`src/sv/sdsa_pkg.sv`:
```
// shared types and constants of the self-driving symbol automaton
// no dependencies; imported by every module of the block
package sdsa_pkg;

    localparam int FUNC_W      = 2;
    localparam int STATE_W     = 4;
    localparam int SYM_W       = 3;
    localparam int RLEN_W      = 2;
    localparam int RESP_W      = 7;
    localparam int RESP_TWO_BIT = 6;

    localparam int NUM_STATES  = 16;
    localparam int NUM_SYMBOLS = 6;

    localparam int S_TDATA_W   = 24;
    localparam int S_TUSER_W   = FUNC_W;
    localparam int M_TDATA_W   = 8;

    localparam int CFG_INDEX_W = 1;
    localparam int CFG_DATA_W  = 4;

    localparam logic [CFG_INDEX_W-1:0] REG_INIT_INPUT = 1'b0;
    localparam logic [CFG_INDEX_W-1:0] REG_INIT_STATE = 1'b1;

    localparam logic [RLEN_W-1:0] RLEN_ONE = 2'd1;
    localparam logic [RLEN_W-1:0] RLEN_TWO = 2'd2;

    typedef enum logic [FUNC_W-1:0] {
        FUNC_WR_TRANS = 2'd0,
        FUNC_WR_RESP  = 2'd1,
        FUNC_RESTART  = 2'd2,
        FUNC_STEP     = 2'd3
    } func_t;

    typedef struct packed {
        logic wr_trans;
        logic wr_resp;
        logic restart;
        logic fetch;
        logic pop;
        logic tbl_rd;
        logic push_first;
        logic push_second;
        logic load_out;
    } sdsa_cmd_t;

    typedef struct packed {
        logic queue_empty;
        logic sym_in_range;
        logic resp_two;
    } sdsa_status_t;

endpackage

```
`src/sv/self_driving_symbol_automaton.sv`:
```
// top level of the self-driving symbol automaton
// depends on sdsa_pkg, sdsa_ctrl and sdsa_datapath
//
//  channel  | direction | transfer when          | contents
//  s_axis   | in        | tvalid & tready        | func in tuser, table writes in tdata
//  m_axis   | out       | tvalid & tready        | popped symbol and overflow flag
//  cfg      | in        | cfg_valid & cfg_ready  | init_input (0), init_state (1)
//
// writes and restart finish without leaving idle; a step on a nonempty queue fetches the
// head symbol, pops it and reads the tables, pushes the one or two response symbols in
// turn through the one queue write port, then emits; an out-of-range symbol skips to emit
// reset clears control state only; tables and queue hold garbage until written
// a result waits in the output register; a stalled result holds the step in its last cycle
module self_driving_symbol_automaton #(
    parameter int QUEUE_DEPTH = 64
) (
    input  logic                             clk,
    input  logic                             rst_n,
    input  logic                             s_axis_tvalid,
    output logic                             s_axis_tready,
    // state_index[3:0] symbol[6:4] next_state[10:7] resp_len[12:11]
    // resp_first[15:13] resp_second[18:16], zero above
    input  logic [sdsa_pkg::S_TDATA_W-1:0]   s_axis_tdata,
    // func[1:0]
    input  logic [sdsa_pkg::S_TUSER_W-1:0]   s_axis_tuser,
    output logic                             m_axis_tvalid,
    input  logic                             m_axis_tready,
    // symbol_out[2:0] overflow[3], zero above
    output logic [sdsa_pkg::M_TDATA_W-1:0]   m_axis_tdata,
    input  logic                             cfg_valid,
    output logic                             cfg_ready,
    input  logic [sdsa_pkg::CFG_INDEX_W-1:0] cfg_index,
    input  logic [sdsa_pkg::CFG_DATA_W-1:0]  cfg_data
);
    import sdsa_pkg::*;

    sdsa_cmd_t    cmd;
    sdsa_status_t status;
    logic [SYM_W-1:0] symbol_out;
    logic             overflow;

    assign cfg_ready = 1'b1;

    sdsa_ctrl u_ctrl (
        .clk       (clk),
        .rst_n     (rst_n),
        .in_valid  (s_axis_tvalid),
        .in_ready  (s_axis_tready),
        .func      (func_t'(s_axis_tuser)),
        .out_valid (m_axis_tvalid),
        .out_ready (m_axis_tready),
        .status    (status),
        .cmd       (cmd)
    );

    sdsa_datapath #(
        .QUEUE_DEPTH (QUEUE_DEPTH)
    ) u_datapath (
        .clk         (clk),
        .rst_n       (rst_n),
        .cmd         (cmd),
        .status      (status),
        .state_index (s_axis_tdata[3:0]),
        .symbol      (s_axis_tdata[6:4]),
        .next_state  (s_axis_tdata[10:7]),
        .resp_len    (s_axis_tdata[12:11]),
        .resp_first  (s_axis_tdata[15:13]),
        .resp_second (s_axis_tdata[18:16]),
        .cfg_we      (cfg_valid),
        .cfg_index   (cfg_index),
        .cfg_data    (cfg_data),
        .symbol_out  (symbol_out),
        .overflow    (overflow)
    );

    assign m_axis_tdata = {{(M_TDATA_W - SYM_W - 1){1'b0}}, overflow, symbol_out};

endmodule

```
`src/sv/sdsa_ctrl.sv`:
```
// controller of the symbol automaton: state machine and handshakes
// depends on sdsa_pkg; drives sdsa_datapath through command signals
module sdsa_ctrl (
    input  logic                  clk,
    input  logic                  rst_n,
    input  logic                  in_valid,
    output logic                  in_ready,
    input  sdsa_pkg::func_t       func,
    output logic                  out_valid,
    input  logic                  out_ready,
    input  sdsa_pkg::sdsa_status_t status,
    output sdsa_pkg::sdsa_cmd_t   cmd
);
    import sdsa_pkg::*;

    typedef enum logic [4:0] {
        ST_IDLE        = 5'b00001,
        ST_POP         = 5'b00010,
        ST_PUSH_FIRST  = 5'b00100,
        ST_PUSH_SECOND = 5'b01000,
        ST_EMIT        = 5'b10000
    } state_t;

    state_t state_reg;
    state_t state_next;
    logic   out_valid_reg;
    logic   out_valid_next;
    logic   accept;
    logic   slot_free;

    assign in_ready  = (state_reg == ST_IDLE);
    assign accept    = in_valid & in_ready;
    assign slot_free = ~out_valid_reg | out_ready;
    assign out_valid = out_valid_reg;

    always_comb
    begin
        cmd        = '0;
        state_next = state_reg;
        case (state_reg)
            ST_IDLE:
            begin
                cmd.wr_trans = accept & (func == FUNC_WR_TRANS);
                cmd.wr_resp  = accept & (func == FUNC_WR_RESP);
                cmd.restart  = accept & (func == FUNC_RESTART);
                cmd.fetch    = accept & (func == FUNC_STEP) & ~status.queue_empty;
                if (cmd.fetch)
                begin
                    state_next = ST_POP;
                end
            end
            ST_POP:
            begin
                cmd.pop    = 1'b1;
                cmd.tbl_rd = status.sym_in_range;
                state_next = status.sym_in_range ? ST_PUSH_FIRST : ST_EMIT;
            end
            ST_PUSH_FIRST:
            begin
                cmd.push_first = 1'b1;
                state_next     = status.resp_two ? ST_PUSH_SECOND : ST_EMIT;
            end
            ST_PUSH_SECOND:
            begin
                cmd.push_second = 1'b1;
                state_next      = ST_EMIT;
            end
            ST_EMIT:
            begin
                if (slot_free)
                begin
                    cmd.load_out = 1'b1;
                    state_next   = ST_IDLE;
                end
            end
            default:
            begin
                state_next = ST_IDLE;
            end
        endcase
    end

    always_comb
    begin
        out_valid_next = out_valid_reg;
        if (cmd.load_out)
        begin
            out_valid_next = 1'b1;
        end
        else if (out_ready)
        begin
            out_valid_next = 1'b0;
        end
    end

    always_ff @(posedge clk or negedge rst_n)
    begin
        if (!rst_n)
        begin
            state_reg     <= ST_IDLE;
            out_valid_reg <= 1'b0;
        end
        else
        begin
            state_reg     <= state_next;
            out_valid_reg <= out_valid_next;
        end
    end

endmodule

```
`src/sv/sdsa_datapath.sv`:
```
// datapath of the symbol automaton: tables, symbol queue, state and result registers
// depends on sdsa_pkg; commanded by sdsa_ctrl
module sdsa_datapath #(
    parameter int QUEUE_DEPTH = 64
) (
    input  logic                            clk,
    input  logic                            rst_n,
    input  sdsa_pkg::sdsa_cmd_t             cmd,
    output sdsa_pkg::sdsa_status_t          status,
    input  logic [sdsa_pkg::STATE_W-1:0]    state_index,
    input  logic [sdsa_pkg::SYM_W-1:0]      symbol,
    input  logic [sdsa_pkg::STATE_W-1:0]    next_state,
    input  logic [sdsa_pkg::RLEN_W-1:0]     resp_len,
    input  logic [sdsa_pkg::SYM_W-1:0]      resp_first,
    input  logic [sdsa_pkg::SYM_W-1:0]      resp_second,
    input  logic                            cfg_we,
    input  logic [sdsa_pkg::CFG_INDEX_W-1:0] cfg_index,
    input  logic [sdsa_pkg::CFG_DATA_W-1:0] cfg_data,
    output logic [sdsa_pkg::SYM_W-1:0]      symbol_out,
    output logic                            overflow
);
    import sdsa_pkg::*;

    localparam int TBL_DEPTH = NUM_STATES * NUM_SYMBOLS;
    localparam int TBL_AW    = $clog2(TBL_DEPTH);
    localparam int QAW       = $clog2(QUEUE_DEPTH);
    localparam int CNT_W     = $clog2(QUEUE_DEPTH + 1);
    localparam int SUM_W     = QAW + 1;
    localparam int MOD_W     = 9;

    logic [STATE_W-1:0] trans_mem [TBL_DEPTH];
    logic [RESP_W-1:0]  resp_mem  [TBL_DEPTH];
    logic [SYM_W-1:0]   queue_mem [QUEUE_DEPTH];

    logic [STATE_W-1:0] trans_rd_reg;
    logic [RESP_W-1:0]  resp_rd_reg;
    logic [SYM_W-1:0]   sym_reg;
    logic [SYM_W-1:0]   out_sym_reg;
    logic               out_ovf_reg;

    logic [QAW-1:0]     head_reg,        head_next;
    logic [CNT_W-1:0]   count_reg,       count_next;
    logic [STATE_W-1:0] cur_state_reg,   cur_state_next;
    logic               ovf_reg,         ovf_next;
    logic [SYM_W-1:0]   init_input_reg,  init_input_next;
    logic [STATE_W-1:0] init_state_reg,  init_state_next;

    logic               row_ok;
    logic               col_ok;
    logic               first_ok;
    logic               second_ok;
    logic               trans_we;
    logic               resp_we;
    logic [RESP_W-1:0]  resp_word;
    logic [TBL_AW-1:0]  wr_idx;
    logic [TBL_AW-1:0]  rd_idx;

    logic               push;
    logic               full;
    logic [SUM_W-1:0]   tail_sum;
    logic [SUM_W-1:0]   tail_wrap;
    logic               q_we;
    logic [QAW-1:0]     q_waddr;
    logic [SYM_W-1:0]   q_wdata;
    logic [MOD_W-1:0]   init_mod;

    // table write checks and addressing
    assign row_ok    = int'(state_index) < NUM_STATES;
    assign col_ok    = int'(symbol) < NUM_SYMBOLS;
    assign first_ok  = int'(resp_first) < NUM_SYMBOLS;
    assign second_ok = int'(resp_second) < NUM_SYMBOLS;
    assign trans_we  = cmd.wr_trans & row_ok & col_ok & (int'(next_state) < NUM_STATES);
    assign resp_we   = cmd.wr_resp & row_ok & col_ok & first_ok &
                       ((resp_len == RLEN_ONE) | ((resp_len == RLEN_TWO) & second_ok));
    assign resp_word = (resp_len == RLEN_TWO) ? {1'b1, resp_second, resp_first}
                                              : {1'b0, {SYM_W{1'b0}}, resp_first};
    assign wr_idx    = TBL_AW'(state_index) * TBL_AW'(NUM_SYMBOLS) + TBL_AW'(symbol);
    assign rd_idx    = TBL_AW'(cur_state_reg) * TBL_AW'(NUM_SYMBOLS) + TBL_AW'(sym_reg);

    // queue tail position
    assign push      = cmd.push_first | cmd.push_second;
    assign full      = (count_reg == CNT_W'(QUEUE_DEPTH));
    assign tail_sum  = SUM_W'(head_reg) + SUM_W'(count_reg);
    assign tail_wrap = (tail_sum >= SUM_W'(QUEUE_DEPTH)) ? tail_sum - SUM_W'(QUEUE_DEPTH)
                                                         : tail_sum;

    always_comb
    begin
        q_we    = 1'b0;
        q_waddr = tail_wrap[QAW-1:0];
        q_wdata = cmd.push_second ? resp_rd_reg[2*SYM_W-1:SYM_W] : resp_rd_reg[SYM_W-1:0];
        if (cmd.restart)
        begin
            q_we    = 1'b1;
            q_waddr = '0;
            q_wdata = init_input_reg;
        end
        else if (push & ~full)
        begin
            q_we = 1'b1;
        end
    end

    // restart state reduced into the state range
    always_comb
    begin
        init_mod = MOD_W'(init_state_reg);
        for (int i = 0; i < 8; i++)
        begin
            if (init_mod >= MOD_W'(NUM_STATES))
            begin
                init_mod = init_mod - MOD_W'(NUM_STATES);
            end
        end
    end

    always_comb
    begin
        head_next      = head_reg;
        count_next     = count_reg;
        cur_state_next = cur_state_reg;
        ovf_next       = ovf_reg;
        if (cmd.restart)
        begin
            head_next      = '0;
            count_next     = CNT_W'(1);
            cur_state_next = init_mod[STATE_W-1:0];
            ovf_next       = 1'b0;
        end
        else if (cmd.pop)
        begin
            head_next  = (head_reg == QAW'(QUEUE_DEPTH - 1)) ? '0 : head_reg + QAW'(1);
            count_next = count_reg - CNT_W'(1);
        end
        else if (push)
        begin
            if (full)
            begin
                ovf_next = 1'b1;
            end
            else
            begin
                count_next = count_reg + CNT_W'(1);
            end
        end
        if (cmd.push_first)
        begin
            cur_state_next = trans_rd_reg;
        end
    end

    always_comb
    begin
        init_input_next = init_input_reg;
        init_state_next = init_state_reg;
        if (cfg_we)
        begin
            case (cfg_index)
                REG_INIT_INPUT: init_input_next = cfg_data[SYM_W-1:0];
                REG_INIT_STATE: init_state_next = cfg_data[STATE_W-1:0];
                default:
                begin
                end
            endcase
        end
    end

    always_ff @(posedge clk or negedge rst_n)
    begin
        if (!rst_n)
        begin
            head_reg       <= '0;
            count_reg      <= '0;
            cur_state_reg  <= '0;
            ovf_reg        <= 1'b0;
            init_input_reg <= '0;
            init_state_reg <= '0;
        end
        else
        begin
            head_reg       <= head_next;
            count_reg      <= count_next;
            cur_state_reg  <= cur_state_next;
            ovf_reg        <= ovf_next;
            init_input_reg <= init_input_next;
            init_state_reg <= init_state_next;
        end
    end

    // memories and payload registers
    always_ff @(posedge clk)
    begin
        if (trans_we)
        begin
            trans_mem[wr_idx] <= next_state;
        end
        if (resp_we)
        begin
            resp_mem[wr_idx] <= resp_word;
        end
        if (cmd.tbl_rd)
        begin
            trans_rd_reg <= trans_mem[rd_idx];
            resp_rd_reg  <= resp_mem[rd_idx];
        end
        if (q_we)
        begin
            queue_mem[q_waddr] <= q_wdata;
        end
        if (cmd.fetch)
        begin
            sym_reg <= queue_mem[head_reg];
        end
        if (cmd.load_out)
        begin
            out_sym_reg <= sym_reg;
            out_ovf_reg <= ovf_reg;
        end
    end

    assign status.queue_empty  = (count_reg == '0);
    assign status.sym_in_range = int'(sym_reg) < NUM_SYMBOLS;
    assign status.resp_two     = resp_rd_reg[RESP_TWO_BIT];

    assign symbol_out = out_sym_reg;
    assign overflow   = out_ovf_reg;

endmodule

```
`config.mk`:
```
export PLATFORM = sky130hd
export DESIGN_NAME = self_driving_symbol_automaton
export DESIGN_NICKNAME = d
export VERILOG_FILES = /design/src/sv/sdsa_pkg.sv /design/src/sv/self_driving_symbol_automaton.sv /design/src/sv/sdsa_ctrl.sv /design/src/sv/sdsa_datapath.sv
export SDC_FILE = /design/constraint.sdc
export NUM_CORES = 1
export LEC_CHECK = 0
export ABC_CLOCK_PERIOD_IN_PS = 7990
export BUFFER_PORTS_ARGS = -buffer_cell sky130_fd_sc_hd__buf_2
export CORE_AREA = 2 2 340 342
export DETAILED_ROUTE_END_ITERATION = 8
export DIE_AREA = 0 0 342 344
export HOLD_SLACK_MARGIN = 0.1
export PLACE_DENSITY = 0.61
export SLEW_MARGIN = 20
export SYNTH_ARGS = -nofsm -noshare
export SYNTH_HDL_FRONTEND = slang
export SYNTH_SLANG_ARGS = --single-unit
```
`constraint.sdc`:
```
create_clock -name clk -period 7.99 [get_ports clk]
set_clock_uncertainty 0.05 [all_clocks]
set_input_delay 0 -clock clk [delete_from_list [all_inputs] [get_ports clk]]
set_output_delay 0 -clock clk [all_outputs]
set_load 0.03 [all_outputs]
```
# Word level (Yosys, flattened, before mapping)

Memory sizes are Yosys's and may differ from the RTL's. A register that Yosys moved wholly into a read port is not among the register bits.
Index checks and enable logic that the tools add are counted.

Flip-flop bits (word level): 35
Word-level logic and storage cells: 114
Output and inout port bits: 11
Bits in read-only memories: 0
Memories: 3
Latch bits: 0
Input port bits: 36
Memory bits (writable): 1248

Divide/modulo/power cells: 0
Bitwise logic cells: 19
Eq/ne operators: 16
Muxes and demuxes: 39
$mul: 2
Add/sub/neg operators: 7
Reductions and logical operators: 13
Order comparisons: 5
Shift-type cells: 0

Memories:

| name                 | words | width | rd ports | clocked after Yosys merged registers in | write ports | RTL line            | source |
|---|---|---|---|---|---|---|---|
| u_datapath.resp_mem  | 96    | 7     | 1        | 1                                       | 1           | sdsa_datapath.sv:32 | `logic [RESP_W-1:0] resp_mem [TBL_DEPTH];` |
| u_datapath.trans_mem | 96    | 4     | 1        | 1                                       | 1           | sdsa_datapath.sv:31 | `logic [STATE_W-1:0] trans_mem [TBL_DEPTH];` |
| u_datapath.queue_mem | 64    | 3     | 1        | 1                                       | 1           | sdsa_datapath.sv:33 | `logic [SYM_W-1:0] queue_mem [QUEUE_DEPTH];` |

Operators by type and width:

| operator                                                           | count |
|---|---|
| 7-bit 2-to-1 mux                                                   | 5 |
| 6-bit 2-to-1 mux                                                   | 5 |
| 5-bit case mux with 5 select lines                                 | 1 |
| 5-bit 2-to-1 mux                                                   | 4 |
| 1-bit 2-to-1 mux                                                   | 18 |
| 7-bit by 3-bit adder with 7-bit output                             | 2 |
| 1-bit bitwise AND                                                  | 12 |
| 3-bit less-than comparator, second input constant                  | 4 |
| 4-bit by 2-bit multiplier with 6-bit output, second input constant | 2 |
| 4-bit 2-to-1 mux                                                   | 3 |
| 2-bit nonzero test                                                 | 5 |
| 2-bit AND reduction                                                | 4 |
| 6-bit by 7-bit adder with 7-bit output                             | 1 |
| 7-bit by 1-bit adder with 7-bit output, second input constant      | 1 |
| 7-bit == test, second input constant                               | 1 |
| 7-bit greater-or-equal comparator, second input constant           | 1 |
| 7-bit zero test                                                    | 1 |
| 7-bit by 1-bit subtractor with 7-bit output, second input constant | 1 |
| 6-bit by 1-bit adder with 6-bit output, second input constant      | 1 |
| 2-bit == test, second input constant                               | 3 |
| 6-bit == test, second input constant                               | 1 |
| 3-bit 2-to-1 mux                                                   | 2 |
| 6-bit by 1-bit subtractor with 6-bit output, second input constant | 1 |
| 5-bit by 1-bit == test with 1-bit output, second input constant    | 1 |
| other kinds (14)                                                   | 21 |

# Depth between registers and ports, before layout

Word-level depth: 10
Gate-level depth with buffers: 12
Gate-level depth less buffers: 10

# Hierarchy

From an unflattened synthesis, not the netlist that was laid out.

Cells, all modules: 2708
Area, all modules: 52466.6 sq um

Modules (own cells, without submodules):

| module                        | area each (sq um) | instances | cells each | seq. area each (sq um) |
|---|---|---|---|---|
| sdsa_datapath                 | 52011.1           | 1         | 2659       | 38642.1 |
| sdsa_ctrl                     | 402.9             | 1         | 41         | 151.4 |
| self_driving_symbol_automaton | 52.6              | 1         | 8          | 0.0 |

# Worst setup path before layout

OpenSTA, ideal clock, no wires.

Path type: input to register
Start point: input port s_axis_tdata[11] (netlist name)
End point: memory u_datapath.resp_mem[0][3] (data pin)
Arrival: 3.976 ns
Slack: 3.516 ns
Setup time: 0.448 ns
Stages: 2
Cell sequence: nor2b_1 -> and2_1

Cells in the longest elaborated chain, start to end: 2

RTL lines:

| element                           | RTL line                            | source |
|---|---|---|
| from (decl)                       | self_driving_symbol_automaton.sv:23 | `input logic [sdsa_pkg::S_TDATA_W-1:0] s_axis_tdata,` |
| 2-bit == test                     | sdsa_datapath.sv:75                 | `assign resp_word = (resp_len == RLEN_TWO) ? {1'b1, resp_second, resp_first}` |
| 7-bit 2-to-1 mux                  | sdsa_datapath.sv:75                 |  |
| named net u_datapath.resp_word[3] | sdsa_datapath.sv:54                 | `logic [RESP_W-1:0] resp_word;` |
| to (decl)                         | sdsa_datapath.sv:32                 |  |

The timed path passes the listed nets, and every way through them passes these cells.

# Worst setup path in the final report

Start point: register u_datapath.cur_state_reg[0]
End point: register u_datapath.resp_rd_reg[4] (read register of u_datapath.resp_mem) (data pin)

Cells in the longest elaborated chain, start to end: 2

RTL lines:

| element                                     | RTL line             | source |
|---|---|---|
| from (decl)                                 | sdsa_datapath.sv:43  | `logic [STATE_W-1:0] cur_state_reg, cur_state_next;` |
| from (signal assigned)                      | sdsa_datapath.sv:183 | `cur_state_reg <= cur_state_next;` |
| 4-bit by 2-bit multiplier with 6-bit output | sdsa_datapath.sv:78  | `assign rd_idx = TBL_AW'(cur_state_reg) * TBL_AW'(NUM_SYMBOLS) + TBL_AW'(sym_reg);` |
| 7-bit by 3-bit adder with 7-bit output      | sdsa_datapath.sv:78  |  |
| to (decl)                                   | sdsa_datapath.sv:36  | `logic [RESP_W-1:0] resp_rd_reg;` |

No other way between the ends.
A chain may end at the register's enable or synchronous reset.

==> out/qor.tcl <==
set qor(registers_with_the_highest_flip_flop_counts) {u_datapath.resp_mem: 672 flops, u_datapath.trans_mem: 384 flops, u_datapath.queue_mem: 192 flops}
set qor(routabilityCongestion) 0.808
set qor(rsz_0062_raised_after_global_routing) {no}
set qor(edff_count_synth) 1266
set qor(grt_start_max_net_pins) 116
set qor(dominant_combinational_cell_family_by_area_after_synthesis) {multiplexers}
set qor(finish.net_count) 2808
set qor(route.vias.total) 25400
set qor(run_status) {complete, no violations}
set qor(share_of_the_synthesized_netlist_area_taken_by_xor_and_xnor_gates_pct) 0.448
set qor(gr-usage-all-layers_pct) 19.9
set qor(yosys.area.top_type_share_pct) 72.9
set qor(detailed_place_hpwl_mm) 68.4
set qor(dpl-instance-area_mm2) 0.0540
set qor(chipWidth_um) 342
set qor(number_of_endpoints_with_negative_hold_slack_in_the_final_report) 0
set qor(floorplan.rows) 124
set qor(synth.lib_cells_used.distinct) 55
set qor(critPathArrivalTime_ns) 5.06
set qor(cts_tree) {built}
set qor(route.detailed.vias_per_inst) 5.83
set qor(top_level_pins) 47
set qor(synthFlopType) {sky130_fd_sc_hd__edfxtp_1}
set qor(synth_compound_gate_area_share_pct) 0.928
set qor(worst_ir_drop_vdd_mv) 0.349
set qor(ys_warn_count) 0
set qor(final_antenna_violating_net_count) 0
set qor(globalRouteOverflowTotal) 0
set qor(async_reset_ff_share_pct) 2.39
set qor(timing_worst_setup_path_type) {reg2reg}
set qor(starting_density_of_the_core_pct) 45.8
set qor(stdcell_area_mm2) 0.0589
set qor(largest_reg_flops) 672
set qor(relSlewSlack_pct) 26.6
set qor(die-height_um) 344
set qor(drt_iter0_markers) 2418
set qor(synth-adder-area-share_pct) 0.830
set qor(clock_transition_time_at_the_flip_flop_clock_pins_of_the_worst_setup_and_hold_paths_ns) 0.06
set qor(grt_pass1_vias) 26500
set qor(post-synth-top-area-cell) {sky130_fd_sc_hd__edfxtp_1}
set qor(timing.setup.tns_ns) 0
set qor(fin_crit_sh_pct) 57.9
set qor(timing.final.max_slew_violations) 0
set qor(setup_viol) 0
set qor(synth_sequential_area_ratio_pct) 74.4
set qor(clk_root_buffer_cell) {sky130_fd_sc_hd__clkbuf_16}
set qor(antenna_found_initial) 5
set qor(route.final.wire_length_mm) 115
set qor(cts_made_buffers) 135
set qor(power.density_mw_per_mm2) 305
set qor(max_flop_register) {u_datapath.resp_mem}
set qor(end_kind) {register}
set qor(ctsLongestPathBuffers) 3
set qor(port-buffer-count) 36
set qor(multiInputGateArea_mm2) 0.0127
set qor(area_growth_syn_to_layout_pct) 13.0
set qor(syn_area_mm2) 0.0522
set qor(max_cap_viol_count) 0
set qor(post-synth-top-count-cell) {sky130_fd_sc_hd__edfxtp_1}
set qor(cts_num_sinks) 1297
set qor(htree_num_levels) 4
set qor(synth.area.mux_share_pct) 16.4
set qor(final_layout_size_suffix_gt1_share_pct) 24.1
set qor(synth_simple_gate_area_share_pct) 5.47
set qor(detail_route.first_pass.iterations) 5
set qor(max_freq_ghz) 0.216
set qor(whs_ns) 0.196
set qor(worst_skew_pair.late_latency_ns) 0.74
set qor(synthCells) 2651
set qor(worst_pin_slew_ns) 1.10
set qor(filler_cell_count) 8964
set qor(wl_per_cell_um) 26.4
set qor(ff_latch_area_mm2) 0.0388
set qor(core_region_area_mm2) 0.114
set qor(holdCritPathClass) {in2reg}
set qor(worstPathRequired_ns) 8.42
set qor(synth.top_cells.by_area) {sky130_fd_sc_hd__edfxtp_1 73%, sky130_fd_sc_hd__mux4_2 15%, sky130_fd_sc_hd__nor2_1 2.1%}
set qor(critPathLaunchType) {register}
set qor(floorplan.die_area_mm2) 0.118
set qor(postSynthAreaPerCell_um2) 19.7
set qor(critPathMaxFanout) 57
set qor(synthTopCellsByCount) {1266 x sky130_fd_sc_hd__edfxtp_1, 349 x sky130_fd_sc_hd__mux4_2, 294 x sky130_fd_sc_hd__nor2_1, 195 x sky130_fd_sc_hd__nand3_1, 97 x sky130_fd_sc_hd__clkbuf_1}
set qor(p_leak_nw) 18.6
set qor(detail_route.drc_violations) 0
set qor(min_period_ns) 4.63
set qor(grt_first_pass_wirelength_mm) 172
set qor(number_of_register_bits_inferred_by_synthesis) 1297
-- where the power goes --
| group | switching, W | leakage [nW] | internal (W) |
|---|---|---|---|
| Sequential | 0.0000493 | 12.0 | 0.00754 |
| Clock | 0.00256 | 2.18 | 0.00372 |
| Combinational | 0.00255 | 4.46 | 0.00158 |
-- cells by family after synthesis --
logic type	after synthesis
flip-flops	1297
AND/OR/NAND/NOR	628
multiplexers	417
buffers and inverters	180
AO/OA/AOI/OAI	71
adder cells (fa/ha/maj)	31
XOR/XNOR	25
other	2
-- final timing paths --
path	startpoint	endpoint	slack (ns)	cells after the start
max	u_datapath.cur_state_reg[0]	u_datapath.resp_rd_reg[4]	3.36	8
min	cfg_index	u_datapath.init_input_reg[0]	0.20	4
max reg2reg	u_datapath.cur_state_reg[0]	u_datapath.resp_rd_reg[4]	3.36	8
min reg2reg	u_datapath.ovf_reg	u_datapath.overflow	0.42	0
max in group asynchronous	rst_n	u_datapath.head_reg[2]	7.36	4
min in group asynchronous	rst_n	u_ctrl.state_reg[0]	0.33	3
-- critical path, cell delays in order (launching register included) --
cell	delay (ns)
sky130_fd_sc_hd__dfrtp_1	0.43
sky130_fd_sc_hd__ha_1	0.33
sky130_fd_sc_hd__inv_1	0.06
sky130_fd_sc_hd__fa_4	1.32
sky130_fd_sc_hd__buf_4	0.77
sky130_fd_sc_hd__mux4_2	0.43
sky130_fd_sc_hd__mux4_2	0.52
sky130_fd_sc_hd__mux2i_1	0.21
sky130_fd_sc_hd__mux2i_1	0.12
-- layout make-up --
type | count | area share (%)
diodes | 1 | 0.00425
repair buffers | 114 | 1.66
clock buffers | 161 | 6.13
clock inverters | 87 | 1.48
well taps | 1512 | 3.21
flip-flops and latches | 1297 | 65.8
inverters | 16 | 0.102
multi-input cells | 1177 | 21.6
-- stage by stage --
stage / cells / util [%] / setup WS, ns / total power, W
after floorplan: 2654 / - / 3.52 / 0.0105
after CTS: 4360 / 51.7 / 3.36 / 0.0182
after global routing: 4365 / 51.8 / 3.19 / 0.0187
after global placement: 4077 / 47.4 / 3.38 / 0.0118
final: 4365 / 51.8 / 3.36 / 0.0180
after detailed placement: 4077 / 47.4 / 3.36 / 0.0119
-- metal layers --
metal	wire [um]	GRT usage, %
met5	29	0
met4	3070	6.41
met3	7510	3.68
met2	57800	33.2
met1	46900	26.8
-- what timing repair did --
action                    in CTS  in global routing
hold endpoints to repair     859                  0
hold buffers                  35                  0
resized for setup              0                  0
buffers inserted               0                  0
-- layout by cell type, fill, tap and decap left out, types with 6 or more instances in the layout --
| cell type | count |
|---|---|
| sky130_fd_sc_hd__clkinv_2 | 29 |
| sky130_fd_sc_hd__dlygate4sd3_1 | 34 |
| sky130_fd_sc_hd__mux2_2 | 19 |
| sky130_fd_sc_hd__nand3_1 | 195 |
| sky130_fd_sc_hd__a21oi_1 | 14 |
| sky130_fd_sc_hd__nor2b_1 | 10 |
| sky130_fd_sc_hd__nand2_1 | 45 |
| sky130_fd_sc_hd__edfxtp_1 | 1266 |
| sky130_fd_sc_hd__ha_1 | 24 |
| sky130_fd_sc_hd__o31ai_1 | 6 |
| sky130_fd_sc_hd__clkbuf_16 | 141 |
| sky130_fd_sc_hd__xnor2_1 | 10 |
| sky130_fd_sc_hd__a21o_1 | 6 |
| sky130_fd_sc_hd__buf_4 | 39 |
| sky130_fd_sc_hd__xor2_1 | 11 |
| sky130_fd_sc_hd__clkbuf_1 | 19 |
| sky130_fd_sc_hd__mux4_2 | 349 |
| sky130_fd_sc_hd__inv_1 | 14 |
| sky130_fd_sc_hd__buf_2 | 33 |
| sky130_fd_sc_hd__clkinv_1 | 23 |
| sky130_fd_sc_hd__nor2_1 | 293 |
| sky130_fd_sc_hd__clkinvlp_4 | 11 |
| sky130_fd_sc_hd__bufinv_16 | 15 |
| sky130_fd_sc_hd__o21ai_1 | 8 |
| sky130_fd_sc_hd__dfrtp_1 | 27 |
| sky130_fd_sc_hd__nand4_1 | 50 |
| sky130_fd_sc_hd__mux2i_1 | 49 |
| sky130_fd_sc_hd__nor3_1 | 6 |
| sky130_fd_sc_hd__o21ai_0 | 8 |
No activity file was read; power rests on OpenSTA's default activity.
